### config.mk
export PLATFORM = sky130hd
export DESIGN_NAME = positional_list_store_core
export DESIGN_NICKNAME = d
export VERILOG_FILES = /design/src/rtl/plst_pkg.sv /design/src/rtl/plst_cell.sv /design/src/rtl/positional_list_store_core.sv
export SDC_FILE = /design/constraint.sdc
export NUM_CORES = 2
export LEC_CHECK = 0
export BUFFER_PORTS_ARGS = -buffer_cell sky130_fd_sc_hd__buf_2
export CORE_AREA = 2 2 272 274
export CTS_BUF_LIST = sky130_fd_sc_hd__clkbuf_8
export DETAILED_ROUTE_END_ITERATION = 16
export DIE_AREA = 0 0 274 276
export GPL_TIMING_DRIVEN = 0
export PLACE_DENSITY = 0.62
export SETUP_SLACK_MARGIN = 0.02
export SYNTH_ARGS = -nofsm -noshare
export SYNTH_HDL_FRONTEND = slang
export SYNTH_SLANG_ARGS = --single-unit
### constraint.sdc
create_clock -name clk -period 13 [get_ports clk]
set_clock_uncertainty 0.05 [all_clocks]
set_input_delay 2.6 -clock clk [delete_from_list [all_inputs] [get_ports clk]]
set_output_delay 2.6 -clock clk [all_outputs]
set_load 0.01 [all_outputs]
### src/rtl/plst_pkg.sv
`timescale 1ns / 1ps

package plst_pkg;

  // default sizing of the list
  localparam int unsigned CAPACITY_DEF   = 16;
  localparam int unsigned DATA_WIDTH_DEF = 32;

  // fixed field widths of the stream words
  localparam int unsigned OP_W     = 2;
  localparam int unsigned POS_W    = 5;
  localparam int unsigned VAL_W    = 32;
  localparam int unsigned STATUS_W = 2;
  localparam int unsigned LEN_W    = 5;
  localparam int unsigned IN_TDATA_W  = 40;
  localparam int unsigned OUT_TDATA_W = 40;

  // operation codes carried in the input tuser
  typedef enum logic [OP_W-1:0] {
    OP_APPEND = 2'd0,
    OP_INSERT = 2'd1,
    OP_REMOVE = 2'd2,
    OP_DUMP   = 2'd3
  } plst_op_t;

  // status codes carried in the output tuser
  typedef enum logic [STATUS_W-1:0] {
    STS_OK     = 2'd0,
    STS_FULL   = 2'd1,
    STS_BADPOS = 2'd2,
    STS_EMPTY  = 2'd3
  } plst_status_t;

  // command broadcast to every cell of the chain
  typedef enum logic [1:0] {
    CMD_HOLD   = 2'd0,
    CMD_INSERT = 2'd1,
    CMD_REMOVE = 2'd2,
    CMD_ROTATE = 2'd3
  } plst_cmd_t;

  // control states
  typedef enum logic {
    ST_IDLE = 1'b0,
    ST_DUMP = 1'b1
  } plst_state_t;

endpackage

### src/rtl/plst_cell.sv
`timescale 1ns / 1ps

module plst_cell #(
  parameter int unsigned CAPACITY   = plst_pkg::CAPACITY_DEF,
  parameter int unsigned DATA_WIDTH = plst_pkg::DATA_WIDTH_DEF,
  parameter int unsigned SLOT       = 0,
  localparam int unsigned CW        = $clog2(CAPACITY + 1)
) (
  input  logic                  clk,
  input  plst_pkg::plst_cmd_t   cmd,
  input  logic [CW-1:0]         sel_idx,
  input  logic [CW-1:0]         cnt,
  input  logic [DATA_WIDTH-1:0] new_word,
  input  logic [DATA_WIDTH-1:0] left_word,
  input  logic [DATA_WIDTH-1:0] right_word,
  input  logic [DATA_WIDTH-1:0] head_word,
  output logic [DATA_WIDTH-1:0] word_q
);

  localparam logic [CW:0] SLOT_C    = (CW + 1)'(SLOT);
  localparam logic [CW:0] SLOT_P1_C = (CW + 1)'(SLOT + 1);

  logic [DATA_WIDTH-1:0] word_r;
  logic [DATA_WIDTH-1:0] word_nxt;
  logic [CW:0]           idx_x;
  logic [CW:0]           cnt_x;

  assign idx_x = {1'b0, sel_idx};
  assign cnt_x = {1'b0, cnt};

  // pick this slot's next word from its neighbors, the new word or the head word
  always_comb begin
    word_nxt = word_r;
    unique case (cmd)
      plst_pkg::CMD_INSERT: begin
        if (SLOT_C == idx_x) begin
          word_nxt = new_word;
        end else if (SLOT_C > idx_x && SLOT_C <= cnt_x) begin
          word_nxt = left_word;
        end
      end
      plst_pkg::CMD_REMOVE: begin
        if (SLOT_C >= idx_x && SLOT_P1_C < cnt_x) begin
          word_nxt = right_word;
        end
      end
      plst_pkg::CMD_ROTATE: begin
        if (SLOT_P1_C < cnt_x) begin
          word_nxt = right_word;
        end else if (SLOT_P1_C == cnt_x) begin
          word_nxt = head_word;
        end
      end
      default: begin
        word_nxt = word_r;
      end
    endcase
  end

  // slot storage
  always_ff @(posedge clk) begin
    word_r <= word_nxt;
  end

  assign word_q = word_r;

endmodule

### src/rtl/positional_list_store_core.sv
`timescale 1ns / 1ps

// channel  dir  tdata (low bit up)              tuser           tlast
// in_      in   position[4:0], value[36:5]       operation[1:0]  -
// out_     out  data[31:0], length[36:32]        status[1:0]     last
//
// append, insert and remove shift the chain and register the result on the
// accepting edge. a dump of a non-empty list first enters the dump state, then
// sends one word per cycle while the output is not stalled, as the chain rotates
// so the head cell holds the next word.
// reset clears the count and control only; slot contents stay as they are.
// output stalls freeze a dump; a new word waits for idle control and a free output slot.
module positional_list_store_core #(
  parameter int unsigned CAPACITY   = plst_pkg::CAPACITY_DEF,
  parameter int unsigned DATA_WIDTH = plst_pkg::DATA_WIDTH_DEF
) (
  input  logic                               clk,
  input  logic                               rst_n,
  input  logic                               in_tvalid,
  output logic                               in_tready,
  input  logic [plst_pkg::IN_TDATA_W-1:0]    in_tdata,   // position, value
  input  logic [plst_pkg::OP_W-1:0]          in_tuser,   // operation
  output logic                               out_tvalid,
  input  logic                               out_tready,
  output logic [plst_pkg::OUT_TDATA_W-1:0]   out_tdata,  // data, length
  output logic [plst_pkg::STATUS_W-1:0]      out_tuser,  // status
  output logic                               out_tlast
);

  localparam int unsigned CW    = $clog2(CAPACITY + 1);
  localparam int unsigned IW    = (CAPACITY > 1) ? $clog2(CAPACITY) : 1;
  localparam int unsigned CMP_W = (CW > plst_pkg::POS_W) ? CW : plst_pkg::POS_W;
  localparam int unsigned VAL_W = plst_pkg::VAL_W;

  // input fields
  plst_pkg::plst_op_t            in_op;
  logic [plst_pkg::POS_W-1:0]    in_pos;
  logic [VAL_W-1:0]              in_value;

  assign in_op    = plst_pkg::plst_op_t'(in_tuser);
  assign in_pos   = in_tdata[plst_pkg::POS_W-1:0];
  assign in_value = in_tdata[plst_pkg::POS_W +: VAL_W];

  // control registers
  plst_pkg::plst_state_t state_r, state_nxt;
  logic [CW-1:0]         count_r, count_nxt;
  logic [CW-1:0]         rem_r, rem_nxt;

  // output register
  logic                           out_valid_r, out_valid_nxt;
  logic [VAL_W-1:0]               out_data_r, out_data_nxt;
  logic [plst_pkg::LEN_W-1:0]     out_len_r, out_len_nxt;
  plst_pkg::plst_status_t         out_sts_r, out_sts_nxt;
  logic                           out_last_r, out_last_nxt;

  // chain control
  plst_pkg::plst_cmd_t   cmd;
  logic [CW-1:0]         sel_idx;
  logic [DATA_WIDTH-1:0] new_word;
  logic [DATA_WIDTH-1:0] cell_q [CAPACITY];

  logic                  slot_free;
  logic                  in_fire;
  logic                  is_full;
  logic [CMP_W-1:0]      pos_x;
  logic [CMP_W-1:0]      cnt_x;
  logic [CMP_W-1:0]      ins_idx;
  logic [CMP_W-1:0]      rem_idx;
  logic [DATA_WIDTH-1:0] picked;

  assign slot_free = !out_valid_r || out_tready;
  assign in_tready = (state_r == plst_pkg::ST_IDLE) && slot_free;
  assign in_fire   = in_tvalid && in_tready;

  assign is_full   = (count_r == CW'(CAPACITY));
  assign pos_x     = CMP_W'(in_pos);
  assign cnt_x     = CMP_W'(count_r);
  assign ins_idx   = cnt_x - pos_x;
  assign rem_idx   = cnt_x - CMP_W'(1) - pos_x;
  assign new_word  = DATA_WIDTH'($signed(in_value));
  assign picked    = cell_q[rem_idx[IW-1:0]];

  // chain of slots, head at slot 0
  for (genvar g = 0; g < CAPACITY; g++) begin : g_cell
    logic [DATA_WIDTH-1:0] left_w;
    logic [DATA_WIDTH-1:0] right_w;
    if (g == 0) begin : g_head
      assign left_w = '0;
    end else begin : g_mid_l
      assign left_w = cell_q[g-1];
    end
    if (g == CAPACITY - 1) begin : g_tail
      assign right_w = '0;
    end else begin : g_mid_r
      assign right_w = cell_q[g+1];
    end
    plst_cell #(
      .CAPACITY   (CAPACITY),
      .DATA_WIDTH (DATA_WIDTH),
      .SLOT       (g)
    ) u_cell (
      .clk        (clk),
      .cmd        (cmd),
      .sel_idx    (sel_idx),
      .cnt        (count_r),
      .new_word   (new_word),
      .left_word  (left_w),
      .right_word (right_w),
      .head_word  (cell_q[0]),
      .word_q     (cell_q[g])
    );
  end

  // next state
  always_comb begin
    state_nxt = state_r;
    unique case (state_r)
      plst_pkg::ST_IDLE: begin
        if (in_fire && in_op == plst_pkg::OP_DUMP && count_r != '0) begin
          state_nxt = plst_pkg::ST_DUMP;
        end
      end
      plst_pkg::ST_DUMP: begin
        if (slot_free && rem_r == CW'(1)) begin
          state_nxt = plst_pkg::ST_IDLE;
        end
      end
      default: begin
        state_nxt = plst_pkg::ST_IDLE;
      end
    endcase
  end

  // chain commands, count and result words
  always_comb begin
    cmd          = plst_pkg::CMD_HOLD;
    sel_idx      = '0;
    count_nxt    = count_r;
    rem_nxt      = rem_r;
    out_data_nxt = out_data_r;
    out_len_nxt  = out_len_r;
    out_sts_nxt  = out_sts_r;
    out_last_nxt = out_last_r;
    out_valid_nxt = out_tready ? 1'b0 : out_valid_r;
    unique case (state_r)
      plst_pkg::ST_IDLE: begin
        if (in_fire) begin
          out_valid_nxt = 1'b1;
          out_data_nxt  = '0;
          out_last_nxt  = 1'b1;
          out_sts_nxt   = plst_pkg::STS_OK;
          unique case (in_op)
            plst_pkg::OP_APPEND: begin
              if (is_full) begin
                out_sts_nxt = plst_pkg::STS_FULL;
              end else begin
                cmd       = plst_pkg::CMD_INSERT;
                sel_idx   = count_r;
                count_nxt = count_r + CW'(1);
              end
            end
            plst_pkg::OP_INSERT: begin
              if (is_full) begin
                out_sts_nxt = plst_pkg::STS_FULL;
              end else if (pos_x > cnt_x) begin
                out_sts_nxt = plst_pkg::STS_BADPOS;
              end else begin
                cmd       = plst_pkg::CMD_INSERT;
                sel_idx   = CW'(ins_idx);
                count_nxt = count_r + CW'(1);
              end
            end
            plst_pkg::OP_REMOVE: begin
              if (count_r == '0) begin
                out_sts_nxt = plst_pkg::STS_EMPTY;
              end else if (pos_x >= cnt_x) begin
                out_sts_nxt = plst_pkg::STS_BADPOS;
              end else begin
                cmd          = plst_pkg::CMD_REMOVE;
                sel_idx      = CW'(rem_idx);
                count_nxt    = count_r - CW'(1);
                out_data_nxt = VAL_W'($signed(picked));
              end
            end
            plst_pkg::OP_DUMP: begin
              if (count_r == '0) begin
                out_sts_nxt = plst_pkg::STS_EMPTY;
              end else begin
                // words follow from the dump state
                out_valid_nxt = 1'b0;
                rem_nxt       = count_r;
              end
            end
            default: begin
              out_sts_nxt = plst_pkg::STS_OK;
            end
          endcase
          out_len_nxt = plst_pkg::LEN_W'(count_nxt);
        end
      end
      plst_pkg::ST_DUMP: begin
        if (slot_free) begin
          cmd           = plst_pkg::CMD_ROTATE;
          rem_nxt       = rem_r - CW'(1);
          out_valid_nxt = 1'b1;
          out_sts_nxt   = plst_pkg::STS_OK;
          out_data_nxt  = VAL_W'($signed(cell_q[0]));
          out_len_nxt   = plst_pkg::LEN_W'(count_r);
          out_last_nxt  = (rem_r == CW'(1));
        end
      end
      default: begin
        cmd = plst_pkg::CMD_HOLD;
      end
    endcase
  end

  // control registers
  always_ff @(posedge clk) begin
    if (!rst_n) begin
      state_r     <= plst_pkg::ST_IDLE;
      count_r     <= '0;
      rem_r       <= '0;
      out_valid_r <= 1'b0;
    end else begin
      state_r     <= state_nxt;
      count_r     <= count_nxt;
      rem_r       <= rem_nxt;
      out_valid_r <= out_valid_nxt;
    end
  end

  // result payload
  always_ff @(posedge clk) begin
    out_data_r <= out_data_nxt;
    out_len_r  <= out_len_nxt;
    out_sts_r  <= out_sts_nxt;
    out_last_r <= out_last_nxt;
  end

  assign out_tvalid = out_valid_r;
  assign out_tdata  = {(plst_pkg::OUT_TDATA_W - VAL_W - plst_pkg::LEN_W)'(0),
                       out_len_r, out_data_r};
  assign out_tuser  = out_sts_r;
  assign out_tlast  = out_last_r;

endmodule

Word level (Yosys, flattened, before mapping)
Cells that the tools add are included.
{ "word_totals": {"regBits": 564, "inputBits": 46, "out_inout_bits": 45, "wordCells": 408} }
{ "op_classes": {"addsub": 5, "magnitude_cmp": 67, "n_eq_ne": 90, "muxes": 157, "bitwise": 2, "reduce_logical": 63} }
{ "ops": {"columns": ["cell", "n"], "rows": [
  ["2-to-1 mux 32 bit", 86],
  ["case mux 32 bit (3 select lines)", 16],
  ["binary-select mux 32 bit (select 4 bit)", 1],
  ["inequality test 3 x 1 -> 1 bit (second input constant)", 31],
  ["2-to-1 mux 5 bit", 18],
  ["equality test 4 x 5 -> 1 bit (first input constant)", 16],
  ["AND reduction 4 bit", 17],
  ["case mux 32 bit (2 select lines)", 1],
  ["equality test 3 x 5 -> 1 bit (first input constant)", 8],
  ["greater-or-equal comparator 4 x 5 -> 1 bit (first input constant)", 8],
  ["greater-than comparator 4 x 5 -> 1 bit (first input constant)", 8],
  ["<= comparator 4 x 5 -> 1 bit (first input constant)", 8],
  ["less-than comparator 4 x 5 -> 1 bit (first input constant)", 8],
  ["inequality test 2 x 1 -> 1 bit (second input constant)", 19],
  ["logical AND 1 bit", 37],
  ["case mux 5 bit (3 select lines)", 2],
  ["2-to-1 mux 2 bit", 11],
  ["equality test 2 x 5 -> 1 bit (first input constant)", 4],
  ["greater-or-equal comparator 3 x 5 -> 1 bit (first input constant)", 4],
  ["greater-than comparator 3 x 5 -> 1 bit (first input constant)", 4],
  ["<= comparator 3 x 5 -> 1 bit (first input constant)", 4],
  ["less-than comparator 3 x 5 -> 1 bit (first input constant)", 4],
  ["case mux 5 bit (2 select lines)", 2],
  ["2-to-1 mux 1 bit", 13],
  ["other kinds (36)", 54]
]} }

Depth between registers and ports, before layout
{ "logic_depth": {"ltp_word": 12, "depth_mapped": 16, "ltp_nobuf": 12} }

By module
Synthesis repeated with hierarchy kept, for this count alone.
{ "hier_totals": {"hier_cells": 3472, "hier_area_um2": 42351.9} }
{ "by_module_without_submodules": {"columns": ["mod", "instances", "cells_each", "area_each_um2", "seq_area_each_um2"], "rows": [
  ["positional_list_store_core", 1, 505, 6980.4, 1441.4],
  ["plst_cell (g_cell[9].u_cell)", 1, 279, 2708.8, 960.9],
  ["plst_cell (g_cell[1].u_cell)", 1, 245, 2592.5, 960.9],
  ["plst_cell (g_cell[2].u_cell)", 1, 229, 2492.4, 960.9],
  ["plst_cell (g_cell[15].u_cell)", 1, 244, 2436.1, 960.9],
  ["plst_cell (g_cell[12].u_cell)", 1, 194, 2273.4, 960.9],
  ["plst_cell (g_cell[3].u_cell)", 1, 188, 2249.7, 960.9],
  ["plst_cell (g_cell[14].u_cell)", 1, 196, 2160.8, 960.9],
  ["plst_cell (g_cell[10].u_cell)", 1, 195, 2143.3, 960.9],
  ["plst_cell (g_cell[7].u_cell)", 1, 151, 2134.5, 960.9],
  ["plst_cell (g_cell[13].u_cell)", 1, 155, 2124.5, 960.9],
  ["plst_cell (g_cell[8].u_cell)", 1, 153, 2118.3, 960.9],
  ["plst_cell (g_cell[11].u_cell)", 1, 154, 2115.8, 960.9],
  ["plst_cell (g_cell[5].u_cell)", 1, 151, 2077.0, 960.9],
  ["3 more rows", null, null, null, null]
]} }

Worst setup path before layout
Ideal clock, no wire load.
{ "synth_timing": {"path_kind": "in2reg", "start": "input port in_tdata[0] (netlist name)", "end": "register g_cell[10].u_cell.word_r[0] (enable)", "setup_time_ps": 595, "arrival_time_ps": 9767, "t_required_ps": 12355, "path_slack_ps": 2588, "cell_stages": 11, "path_buffers": 0, "path_cell_list": "ha_1 inv_1 fa_1 mux2i_1 or3_1 a32o_1 nor2_1 nand2_1 nor3_4 o22ai_1 a2111oi_0"} }
{ "synth_via": {"elab_chain_cells": 10, "elab_cells_between_ends": 31, "cone_classes": "add/sub (2); order compare (4); eq/ne (7); mux (14); reduce/logical (4)"} }
{ "synth_lines": {"columns": ["item", "line_no", "rtl"], "rows": [
  ["start, declared", "positional_list_store_core.sv:21", "input logic [plst_pkg::IN_TDATA_W-1:0] in_tdata,"],
  ["subtractor 5 bit (tied with other cells)", "positional_list_store_core.sv:79", "assign rem_idx = cnt_x - CMP_W'(1) - pos_x;"],
  ["2-to-1 mux 5 bit (on tied branches)", "positional_list_store_core.sv:176, positional_list_store_core.sv:165", null],
  ["2-to-1 mux 5 bit (on tied branches)", "positional_list_store_core.sv:174, positional_list_store_core.sv:163", null],
  ["case mux 5 bit (3 select lines)", "positional_list_store_core.sv:152", "unique case (in_op)"],
  ["2-to-1 mux 5 bit", "positional_list_store_core.sv:147", "if (in_fire) begin"],
  ["2-to-1 mux 5 bit", "positional_list_store_core.sv:145", "unique case (state_r)"],
  ["greater-than comparator 4 x 5 -> 1 bit or greater-or-equal comparator 4 x 5 -> 1 bit (tied branches)", "plst_cell.sv:38, plst_cell.sv:43", null],
  ["logical AND 1 bit (on tied branches)", "plst_cell.sv:38, plst_cell.sv:43", null],
  ["inequality test 3 x 1 -> 1 bit (no source line) or inequality test 2 x 1 -> 1 bit (tied branches)", null, null],
  ["AND reduction 4 bit (no source line) (*)", null, null],
  ["end signal, assigned", "plst_cell.sv:62", "word_r <= word_nxt;"],
  ["end, declared", "plst_cell.sv:23", "logic [DATA_WIDTH-1:0] word_r;"]
]} }
Every way passes the cells marked *; elsewhere a longest branch is shown, timed or not.
A chain may end at the register's enable or synchronous reset.

Worst setup path in the final report
{ "layout_timing": {"start": "input port in_tdata[2] (netlist name)", "end": "register g_cell[8].u_cell.word_r[19] (enable)"} }
{ "layout_via": {"elab_chain_cells": 10, "elab_cells_between_ends": 31, "cone_classes": "add/sub (2); order compare (4); eq/ne (7); mux (14); reduce/logical (4)"} }
{ "layout_lines": {"columns": ["item", "line_no"], "rows": [
  ["subtractor 5 bit (tied with other cells)", "positional_list_store_core.sv:79"],
  ["2-to-1 mux 5 bit (on tied branches)", "positional_list_store_core.sv:176, positional_list_store_core.sv:165"],
  ["2-to-1 mux 5 bit (on tied branches)", "positional_list_store_core.sv:174, positional_list_store_core.sv:163"],
  ["case mux 5 bit (3 select lines)", "positional_list_store_core.sv:152"],
  ["2-to-1 mux 5 bit", "positional_list_store_core.sv:147"],
  ["2-to-1 mux 5 bit", "positional_list_store_core.sv:145"],
  ["greater-than comparator 4 x 5 -> 1 bit or greater-or-equal comparator 4 x 5 -> 1 bit (tied branches)", "plst_cell.sv:38, plst_cell.sv:43"],
  ["logical AND 1 bit (on tied branches)", "plst_cell.sv:38, plst_cell.sv:43"],
  ["inequality test 3 x 1 -> 1 bit (no source line) or inequality test 2 x 1 -> 1 bit (tied branches)", null],
  ["AND reduction 4 bit (no source line) (*)", null],
  ["end signal, assigned", "plst_cell.sv:62"],
  ["end, declared", "plst_cell.sv:23"]
]} }
Marks and branches as above.

==> results.sh <==
export IMPL_grt_ovfl_total=0
export IMPL_grt_pass1_vias=33826
export IMPL_synth_compound_area_share_pct=20.13
export IMPL_synthFlopType="edfxtp_1"
export IMPL_grtUsageMet3_pct=27.46
export IMPL_die_y_um=276
export IMPL_syn_area_um2=36090
export IMPL_yosys_area_share_adder_pct=0.7004
export IMPL_fin_crit_sh_pct=64.03
export IMPL_holdPathStages=2
export IMPL_cap_violations=19
export IMPL_async_flop_share_pct=0
export IMPL_reg2reg_slack_ns=5.70
export IMPL_start_util_pct=49.72
export IMPL_relSlewSlack_pct=-15.81
export IMPL_vias_per_cell=8.064
export IMPL_drt_iter0_drc=7071
export IMPL_grt_setup_unrepaired="false"
export IMPL_cts_resized=0
export IMPL_die_area_um2=75620
export IMPL_fin_nets=3468
export IMPL_dr_pass1_iters=8
export IMPL_p_leak_nw=13.70
export IMPL_finalHoldViolCount=0
export IMPL_synth_distinct_cells=87
export IMPL_worstHoldPathType="reg2reg"
export IMPL_grt_pass1_wl_mm=275.9
export IMPL_yosys_top_cells_area="edfxtp_1 46%, mux2i_1 13%, mux4_2 8.0%"
export IMPL_min_period_ns=8.324
export IMPL_synth_seq_area_share_pct=46.60
export IMPL_power_mw=5.825
export IMPL_post_cts_buffers=0
export IMPL_grt_util_met1_pct=64.65
export IMPL_status="finished, violations left"
export IMPL_powerDensity_nw_per_um2=144.5
export IMPL_ys_top_cells_by_count="552 x edfxtp_1, 470 x mux2i_1, 335 x a22oi_1, 335 x o21ai_0, 274 x clkbuf_1"
export IMPL_rows=99
export IMPL_violations="max-capacitance violations, max-slew violations"
export IMPL_synth_most_common_cell="edfxtp_1"
export IMPL_cts_path_max_buffers=3
export IMPL_maxSlewViolCount=190
export IMPL_vias=35917
export IMPL_hold_buffers=0
export IMPL_drive_above_1_share_pct=15.43
export IMPL_required_ns=13.43
export IMPL_clk_pin_slew_ns=0.06
export IMPL_ys_seq_elements=564
export IMPL_grt_max_degree=33
export IMPL_die_w_um=274
export IMPL_cts_buffers_inserted=105
export IMPL_cts_tree="built"
export IMPL_gp_congestion=1.098
export IMPL_wl_mm=205.0
export IMPL_clk_latency_ns=0.82
export IMPL_worst_pin_slew_ns=1.737
export IMPL_wire_per_inst_um=46.03
export IMPL_io_pins=91
export IMPL_synth_top_family_by_area="multiplexers"
export IMPL_cts_root_buf="clkbuf_8"
export IMPL_coreArea_um2=72590
export IMPL_use_met2_pct=69.96
export IMPL_yosys_warnings=0
export IMPL_cts_sinks=564
export IMPL_max_freq_ghz=0.1201
export IMPL_synth_area_leader_cell="edfxtp_1"
export IMPL_criticalPathCategory="in2reg"
export IMPL_postRouteAntennaNets=0
export IMPL_fin_ws_ns=4.676
export IMPL_io_buffer_count=83
export IMPL_grt_busiest_layer="met2"
export IMPL_fillCellCount=6429
export IMPL_post_place_ws_ns=4.342
export IMPL_reg2reg_depth=14
export IMPL_drcViolationCount=0
export IMPL_synth_top_area_share_pct=45.93
export IMPL_antenna_found_initial=22
export IMPL_synth_edf_count=552
export IMPL_avgSynthCellArea_um2=11.39
export IMPL_cts_htree_levels=3
export IMPL_irDropWorstVdd_v=0.00008323
export IMPL_detailed_place_hpwl_mm=141.4
export IMPL_multi_input_area_um2=17820
export IMPL_synthMuxAreaShare_pct=22.09
export IMPL_area_growth_pct=11.71
export IMPL_finalSetupViolCount=0
export IMPL_cp_max_fo=11
export IMPL_crit_arrival_ns=8.75
export IMPL_synth_cells=3167
export IMPL_critPathLaunchType="input port"
export IMPL_synth_xor_area_share_pct=0.3155
export IMPL_grt_use_total_pct=53.06
export IMPL_seq_area_um2=16820
export IMPL_synth_simple_area_share_pct=5.651
export IMPL_cp_end_kind="flip-flop"
## layer usage
metal  up-vias  routed length (um)
li1      13149                   -
met1     17563               68790
met2      4109               80790
met3      1082               36080
met4        14               19200
met5         -                 179
## report_power, final
part / switching [mW] / internal (mW) / total (mW) / leakage, nW
sequential: 0.124 / 2.22 / 2.34 / 5.20
clock: 0.890 / 0.756 / 1.65 / 1.09
combinational: 1.24 / 0.590 / 1.83 / 7.42
## registers in the layout, indices dropped and copies added (netlist names)
| signal | cells |
|---|---|
| rem_r | 5 |
| out_tuser | 2 |
| out_tlast | 1 |
| cnt_x | 5 |
| out_tvalid | 1 |
| out_data_r | 32 |
| out_len_r | 5 |
| state_r | 1 |
| g_cell.u_cell.word_q | 512 |
## per-stage QoR
step                instances  setup TNS, ns  hold WS [ns]  util [%]  cell area (um^2)
floorplan                3169              0        0.4537         -             36090
finish                   4454              0        0.4996     55.54             40310
detailed placement       4254              0        0.4929     52.95             38430
CTS                      4439              0        0.5018     55.46             40250
global route             4444              0        0.5195     55.50             40290
global placement         4211        -492.88        0.4776     51.95             37710
## cells by family after synthesis
family	count (synthesis)
buf+inv	374
flops	564
mux	632
fa+ha+maj	19
simple gates	454
other cells	1
compound gates	1110
xor+xnor	13
## cell usage in the layout (no fill, tap or decap), types with 8 or more instances in the layout
master and n:
a21o_1 25, a21oi_1 75, a22o_1 14, a22oi_1 335, a31oi_1 13, a32oi_1 21
buf_1 24, buf_12 9, buf_2 109, buf_4 42, buf_6 17, buf_8 8
clkbuf_1 264, clkbuf_2 11, clkbuf_8 106, clkinv_1 20, clkinv_2 11, dfxtp_1 12
diode_2 14, edfxtp_1 552, ha_1 17, inv_1 55, mux2_2 34, mux2i_1 470
mux4_2 128, nand2_1 253, nand3_1 40, nor2_1 89, nor3_1 12, o211ai_1 33
o21ai_0 333, o21ai_1 95, o221ai_1 75, o22ai_1 35, xnor2_1 8
## worst paths after layout
path	from	endpoint
max	in_tdata[2]	g_cell[8].u_cell.word_q[19]
min	rem_r[1]	rem_r[1]
max reg2reg	cnt_x[0]	g_cell[8].u_cell.word_q[19]
min reg2reg	rem_r[1]	rem_r[1]
## layout make-up
| type | count | area share [%] |
|---|---|---|
| inverter | 14 | 0.1304 |
| timing repair buffer | 127 | 2.430 |
| multi-input combinational | 2231 | 44.20 |
| buffer | 360 | 3.948 |
| tap | 959 | 2.977 |
| clock buffer | 106 | 3.619 |
| sequential | 564 | 41.71 |
| antenna | 14 | 0.08691 |
| clock inverter | 79 | 0.8939 |
## critical path, stage by stage
cell and delay, ns:
buf_2 0.07, inv_1 0.06, ha_1 0.40, nand3_2 0.15
o21bai_1 0.26, a21oi_4 0.36, nand2_1 0.20, nand2_1 0.86
clkbuf_1 0.68, clkbuf_1 0.89, nor2_1 0.48, a2111oi_2 0.91
buf_4 0.31, buf_4 0.21, buf_2 0.24
No activity file was read; power rests on OpenSTA's default activity.
